**src/design/plc_pkg.sv**
```systemverilog
// Shared types, codes and defaults for the positional character list.
package plc_pkg;

    localparam int CAPACITY_DEF = 32;

    typedef enum logic [1:0] {
        CMD_ADD   = 2'd0,
        CMD_DEL   = 2'd1,
        CMD_GET   = 2'd2,
        CMD_PRINT = 2'd3
    } t_cmd;

    typedef enum logic [1:0] {
        STS_OK      = 2'd0,
        STS_BAD_POS = 2'd1,
        STS_FULL    = 2'd2,
        STS_EMPTY   = 2'd3
    } t_status;

    typedef enum logic {
        S_IDLE,
        S_PRINT
    } t_state;

    typedef struct packed {
        t_cmd       command;
        logic [7:0] position;
        logic [7:0] element;
    } t_in;

    typedef struct packed {
        logic [7:0] value;
        t_status    status;
        logic       last;
    } t_out;

    // Broadcast from the controller to every cell.
    typedef struct packed {
        logic       ins;     // open a gap at idx and write elem there
        logic       del;     // close the gap at idx
        logic [7:0] idx;     // 0-based cell index of the edit
        logic [7:0] elem;
        logic [7:0] rd_idx;  // 0-based cell index to read
    } t_cell_ctl;

endpackage

```
**src/design/plc_cell.sv**
```systemverilog
// One storage cell of the list: holds one element and shifts with its neighbors.
module plc_cell #(
    parameter int CELL_IDX = 0
) (
    input  logic               i_clk,
    input  plc_pkg::t_cell_ctl i_ctl,
    input  logic [7:0]         i_left,
    input  logic [7:0]         i_right,
    output logic [7:0]         o_data,
    output logic [7:0]         o_rd
);
    import plc_pkg::*;

    logic [7:0] r_data;
    logic [7:0] n_data;
    logic       at_idx;
    logic       above_idx;

    assign at_idx    = (i_ctl.idx == 8'(CELL_IDX));
    assign above_idx = (8'(CELL_IDX) > i_ctl.idx);

    always_comb begin
        n_data = r_data;
        if (i_ctl.ins) begin
            if (at_idx) begin
                n_data = i_ctl.elem;
            end else if (above_idx) begin
                n_data = i_left;
            end
        end else if (i_ctl.del) begin
            if (at_idx || above_idx) begin
                n_data = i_right;
            end
        end
    end

    always_ff @(posedge i_clk) begin
        r_data <= n_data;
    end

    assign o_data = r_data;
    // drive the read bus only when addressed
    assign o_rd   = (i_ctl.rd_idx == 8'(CELL_IDX)) ? r_data : 8'd0;

endmodule

```
**src/design/positional_char_list.sv**
```systemverilog
// Top level of the positional character list: controller, cell row and result register.
// Add, delete and get give their result in the cycle after the item is accepted.
// Throughput: one add, delete or get item per cycle while the result side keeps up.
// Print enters its streaming state, then streams one element per cycle while the result side keeps up
// (an empty list gets an empty status instead); no item is accepted until the last one is loaded.
// Reset (synchronous, active low) empties the list and drops any pending result;
// cell contents are not cleared, only cells below the count are ever read.
module positional_char_list #(
    parameter int CAPACITY = plc_pkg::CAPACITY_DEF
) (
    input  logic          i_clk,
    input  logic          i_rst_n,
    input  logic          i_in_valid,
    output logic          o_in_ready,
    input  plc_pkg::t_in  i_in,
    output logic          o_out_valid,
    input  logic          i_out_ready,
    output plc_pkg::t_out o_out
);
    import plc_pkg::*;

    localparam int CW = $clog2(CAPACITY + 1);

    // Controller state
    t_state      r_state, n_state;
    logic [CW-1:0] r_count, n_count;
    logic [CW-1:0] r_ptr, n_ptr;
    logic        r_out_vld, n_out_vld;
    t_out        r_out, n_out;

    t_cell_ctl   ctl;
    logic [7:0]  cell_data [CAPACITY];
    logic [7:0]  cell_rd   [CAPACITY];
    logic [7:0]  rd_bus;

    logic        out_free;
    logic        in_acc;
    logic        out_load;
    logic        pos_zero;
    logic        add_bad;
    logic        rank_bad;
    logic        is_full;
    logic        ptr_last;

    // The result register is free when empty or being drained this cycle.
    assign out_free   = !r_out_vld || i_out_ready;
    assign o_in_ready = (r_state == S_IDLE) && out_free;
    assign in_acc     = i_in_valid && o_in_ready;

    // Range checks on the 1-based rank, done one bit wider than the position field.
    assign pos_zero = (i_in.position == 8'd0);
    assign add_bad  = pos_zero || ({1'b0, i_in.position} > (9'(r_count) + 9'd1));
    assign rank_bad = pos_zero || ({1'b0, i_in.position} > 9'(r_count));
    assign is_full  = (r_count == CW'(CAPACITY));
    assign ptr_last = ((r_ptr + CW'(1)) == r_count);

    // Read bus: each cell drives zero unless addressed, so OR them together.
    always_comb begin
        rd_bus = 8'd0;
        for (int k = 0; k < CAPACITY; k++) begin
            rd_bus = rd_bus | cell_rd[k];
        end
    end

    always_comb begin
        n_state   = r_state;
        n_count   = r_count;
        n_ptr     = r_ptr;
        n_out     = r_out;
        n_out_vld = r_out_vld;
        out_load  = 1'b0;

        ctl.ins    = 1'b0;
        ctl.del    = 1'b0;
        ctl.idx    = i_in.position - 8'd1;
        ctl.elem   = i_in.element;
        ctl.rd_idx = (r_state == S_PRINT) ? 8'(r_ptr) : (i_in.position - 8'd1);

        // drain the result register
        if (r_out_vld && i_out_ready) begin
            n_out_vld = 1'b0;
        end

        unique case (r_state)
            S_IDLE: begin
                if (in_acc) begin
                    out_load     = 1'b1;
                    n_out.value  = 8'd0;
                    n_out.status = STS_OK;
                    n_out.last   = 1'b1;
                    unique case (i_in.command)
                        CMD_ADD: begin
                            if (add_bad) begin
                                n_out.status = STS_BAD_POS;
                            end else if (is_full) begin
                                n_out.status = STS_FULL;
                            end else begin
                                ctl.ins = 1'b1;
                                n_count = r_count + CW'(1);
                            end
                        end
                        CMD_DEL: begin
                            if (rank_bad) begin
                                n_out.status = STS_BAD_POS;
                            end else begin
                                ctl.del = 1'b1;
                                n_count = r_count - CW'(1);
                            end
                        end
                        CMD_GET: begin
                            if (rank_bad) begin
                                n_out.status = STS_BAD_POS;
                            end else begin
                                n_out.value = rd_bus;
                            end
                        end
                        CMD_PRINT: begin
                            if (r_count == '0) begin
                                n_out.status = STS_EMPTY;
                            end else begin
                                // stream from the S_PRINT state on
                                out_load = 1'b0;
                                n_ptr    = '0;
                                n_state  = S_PRINT;
                            end
                        end
                        default: begin
                            n_out.status = STS_BAD_POS;
                        end
                    endcase
                end
            end
            S_PRINT: begin
                if (out_free) begin
                    out_load     = 1'b1;
                    n_out.value  = rd_bus;
                    n_out.status = STS_OK;
                    n_out.last   = ptr_last;
                    n_ptr        = r_ptr + CW'(1);
                    if (ptr_last) begin
                        n_state = S_IDLE;
                    end
                end
            end
            default: begin
                n_state = S_IDLE;
            end
        endcase

        if (out_load) begin
            n_out_vld = 1'b1;
        end
    end

    always_ff @(posedge i_clk) begin
        if (!i_rst_n) begin
            r_state   <= S_IDLE;
            r_count   <= '0;
            r_ptr     <= '0;
            r_out_vld <= 1'b0;
        end else begin
            r_state   <= n_state;
            r_count   <= n_count;
            r_ptr     <= n_ptr;
            r_out_vld <= n_out_vld;
        end
    end

    // Result payload needs no reset; it is qualified by r_out_vld.
    always_ff @(posedge i_clk) begin
        r_out <= n_out;
    end

    // Row of cells: above the edit index a cell takes its left neighbor on insert; from it up, its right on delete.
    for (genvar g = 0; g < CAPACITY; g++) begin : g_cell
        plc_cell #(
            .CELL_IDX (g)
        ) u_cell (
            .i_clk   (i_clk),
            .i_ctl   (ctl),
            .i_left  ((g == 0) ? 8'd0 : cell_data[(g == 0) ? 0 : g - 1]),
            .i_right ((g == CAPACITY - 1) ? cell_data[g]
                                          : cell_data[(g == CAPACITY - 1) ? g : g + 1]),
            .o_data  (cell_data[g]),
            .o_rd    (cell_rd[g])
        );
    end

    assign o_out_valid = r_out_vld;
    assign o_out       = r_out;

    // The count never runs past the store.
    a_count_range : assert property (@(posedge i_clk) disable iff (!i_rst_n)
        r_count <= CW'(CAPACITY))
        else $error("element count exceeds capacity");

    // A print stream only runs over a non-empty list.
    a_print_nonempty : assert property (@(posedge i_clk) disable iff (!i_rst_n)
        (r_state == S_PRINT) |-> (r_count != '0) && (r_ptr < r_count))
        else $error("print pointer outside the list");

    // Loading the final print element returns the controller to idle.
    a_print_end : assert property (@(posedge i_clk) disable iff (!i_rst_n)
        (r_state == S_PRINT && out_free && ptr_last) |=> (r_state == S_IDLE) && o_out.last)
        else $error("print stream did not end on its last element");

    // Count changes only on an accepted item.
    a_count_hold : assert property (@(posedge i_clk) disable iff (!i_rst_n)
        !in_acc |=> $stable(r_count))
        else $error("count changed without an accepted item");

endmodule
```
**config.mk**
```make
export PLATFORM = sky130hd
export DESIGN_NAME = positional_char_list
export DESIGN_NICKNAME = d
export VERILOG_FILES = /design/src/design/plc_pkg.sv /design/src/design/plc_cell.sv /design/src/design/positional_char_list.sv
export SDC_FILE = /design/constraint.sdc
export NUM_CORES = 1
export LEC_CHECK = 0
export ABC_AREA = 1
export BUFFER_PORTS_ARGS = -buffer_cell sky130_fd_sc_hd__buf_2
export CAP_MARGIN = 25
export CORE_ASPECT_RATIO = 0.9
export CORE_MARGIN = 10
export CORE_UTILIZATION = 39
export CTS_CLUSTER_SIZE = 30
export DETAILED_ROUTE_END_ITERATION = 12
export PLACE_DENSITY = 0.51
export SLEW_MARGIN = 20
export SYNTH_ARGS = -nofsm -noshare
export SYNTH_HDL_FRONTEND = slang
export SYNTH_SLANG_ARGS = --single-unit
export TNS_END_PERCENT = 30
```
**constraint.sdc**
```tcl
create_clock -name i_clk -period 9.25 [get_ports i_clk]
set_clock_uncertainty 0.2 [all_clocks]
set_input_delay 1.85 -clock i_clk [delete_from_list [all_inputs] [get_ports i_clk]]
set_output_delay 1.85 -clock i_clk [all_outputs]
set_load 0.1 [all_outputs]
```
==> impl_metrics.ini <==
[outcome]
outcome = finished, final reports clean

[synth]
synth_area_per_cell_um2 = 7.46
synth_area_um2 = 18400
yosysWarnings = 0
yosysTopAreaCellShare = 0.435
ys_ff_latch = 281
syn_inst = 2467
syn_nets = 2519
synth_cell_types = 36
synthTopCellsByArea = edfxtp_1 44%, nand2_1 16%, o21ai_1 5.3%
yosysSeqAreaShare = 0.451
synth_top_area_cell = edfxtp_1

[drt]
finalWirelength_mm = 74.9
via_per_inst = 5.93
first_pass_iters = 6
routedWlPerCell_um = 24.6
drc = 0
detail-route-antenna-nets = 0
drt-initial-drc-count = 2250
via_count = 18051

[setup_path]
worst_path_largest_cell_delay_ps = 910
crit_top_cell = a21oi_1
critPathSlowestCell = a21oi_1
critPathKind = in -> reg
crit_fanout = 38
crit_cells = 11
cp-end-kind = register
cp_cell_sequence = buf_2, ha_1, a21oi_1, o21ai_0, nand2_1, o311ai_1, a21oi_1, nand3_4, nand2_1, inv_1, a21oi_1
crit_buf_inv = 2
crit_family = compound AO/OA/AOI/OAI gates
critPathArrivalTime_ps = 5620
reg2reg_depth = 12
crit_path_start_kind = input port
worstPathRequired_ps = 9230

[sta]
fmax_mhz = 177
maxSlewViolCount = 0
rsz0062_at_grt = no
setup_viol = 0
final.min_clock_period_ps = 5640
maxSlewHeadroom = 0.233
hold_viol_final = 0
worst_slew_pin_slew_ps = 1150
hold_slack_ps = 289
min_period_over_period = 0.610
setup_tns_ps = 0

[clocking]
root_buffer = clkbuf_16
clkSlewWorstSetupHoldPaths_ps = 60
cts_made_buffers = 36
clock_sinks = 281
cts.htree.levels = 2
clock_path_buffers = 3
worstSkewPairLatency_ps = 560
cts_tree = built
holdBufCountCts = 0
cts_resized = 0
cts_setup_buffers = 0

[power]
leakagePower_nw = 8.60
vdd_drop_max_mv = 0.0942
powerDensity_nw_per_um2 = 157

[die]
num_io_pins = 35
die_h_um = 226
row_count = 75
fp.coreArea_um2 = 46600
dieArea_um2 = 56300
die_x_um = 249
start_util = 0.395

[global_routing]
grt_first_pass_wirelength_mm = 111
overflow = 0
grt_pass1_vias = 16682
grt_use_total = 0.259
antenna_found_initial = 0
grt_max_degree = 109

[layout]
final_cell_mix = 761 x nand2_1, 267 x edfxtp_1, 203 x nor2_1
finalNetCount = 2455
final_layout_size_suffix_gt1_frac = 0.0675
final_common_cell = nand2_1
area_growth_pct = 9.07

[flow_run]
maxCapViolCount = 0

[min_path]
worstHoldPathType = reg -> reg
holdPathStages = 2

[placed_design]
place_congestion = 1.02
dpl.hpwl_mm = 52.5
portBuffers = 34
[metrics by stage]
step	utilization	power (mW)	area [um^2]	std cells	setup slack [ps]
after floorplan	-	1.62	18400	2467	3870
after global placement	0.404	1.73	18900	2974	3070
after detailed placement	0.406	1.73	18900	2980	2980
after CTS	0.430	3.16	20100	3043	3570
after global routing	0.431	3.23	20100	3044	3290
final	0.431	3.15	20100	3045	3610
[state kept, by name (all words and copies together) (netlist names)]
register	count
g_cell.u_cell.o_data	256
o_out	11
o_out_valid	1
r_count	6
r_ptr	6
r_state	1
[cells in the mapped netlist]
| master | count |
|---|---|
| clkbuf_1 | 95 |
| o21ai_0 | 174 |
| nand3_2 | 7 |
| o22ai_1 | 16 |
| inv_2 | 17 |
| or2_2 | 3 |
| o211ai_1 | 29 |
| nor2_2 | 10 |
| o311ai_1 | 1 |
| nand4_1 | 129 |
| nand2_1 | 762 |
| ha_1 | 29 |
| xnor2_1 | 4 |
| clkinv_1 | 1 |
| inv_4 | 1 |
| o21ai_1 | 195 |
| fa_1 | 1 |
| nor3_1 | 12 |
| a21oi_1 | 97 |
| a21oi_2 | 1 |
| o31ai_1 | 2 |
| nand2_2 | 5 |
| nor3_2 | 1 |
| nor2_8 | 3 |
| xor2_1 | 14 |
| nor4_1 | 1 |
| nor2_1 | 209 |
| buf_2 | 56 |
| inv_1 | 139 |
| edfxtp_1 | 267 |
| a21o_1 | 1 |
| nand4_2 | 3 |
| dfxtp_1 | 14 |
| buf_4 | 4 |
| nand3_1 | 158 |
| buf_1 | 6 |
[layout make-up]
class / count / area [um^2]
clock inverter: 15 / 166
tap: 616 / 771
timing repair buffer: 59 / 390
clock buffer: 48 / 977
sequential: 281 / 8300
inverter: 158 / 601
antenna: 1 / 2.50
multi-input combinational: 1867 / 8880
fill: 4782 / 26600
[worst reg2reg max path, delay by kind of cell, from the launching register on]
family          cells  cell delay, ps
compound gates      2            1360
xor+xnor            1             160
buf+inv             1             470
flops               1             560
fa+ha+maj           1             320
simple gates        7            2040
[report_power, final]
part	switching, mW	internal, mW
clock network	0.586	0.850
registers	0.00648	1.39
logic	0.267	0.0554
[logic make-up (layout without fill, tap and decap cells)]
logic type	count (synthesis)	in the layout	share of synthesized area
fa+ha+maj	30	30	0.0208
xor+xnor	18	18	0.00856
other cells	0	1	0
compound gates	516	516	0.146
flops	281	281	0.451
buf+inv	319	280	0.0698
simple gates	1303	1303	0.304
[final timing paths]
path | end | startpoint | slack, ps
min reg2reg | r_ptr[5]$_SDFFE_PN0P_ | r_ptr[5]$_SDFFE_PN0P_ | 290
max reg2reg | g_cell[19].u_cell.o_data[4]$_DFFE_PP_ | r_count[0]$_SDFFE_PN0P_ | 3760
max | g_cell[19].u_cell.o_data[4]$_DFFE_PP_ | i_in[11] | 3610
min | r_ptr[5]$_SDFFE_PN0P_ | r_ptr[5]$_SDFFE_PN0P_ | 290
[metal layers]
metal  track usage  vias up  share of wire
met4        0.0955        0          0.034
met5             0        -              0
met1         0.370     8642           0.45
met2         0.386      923           0.43
li1              -     8349              -
met3        0.0408      137          0.086
Note: power is estimated with default switching activity, not from simulation.
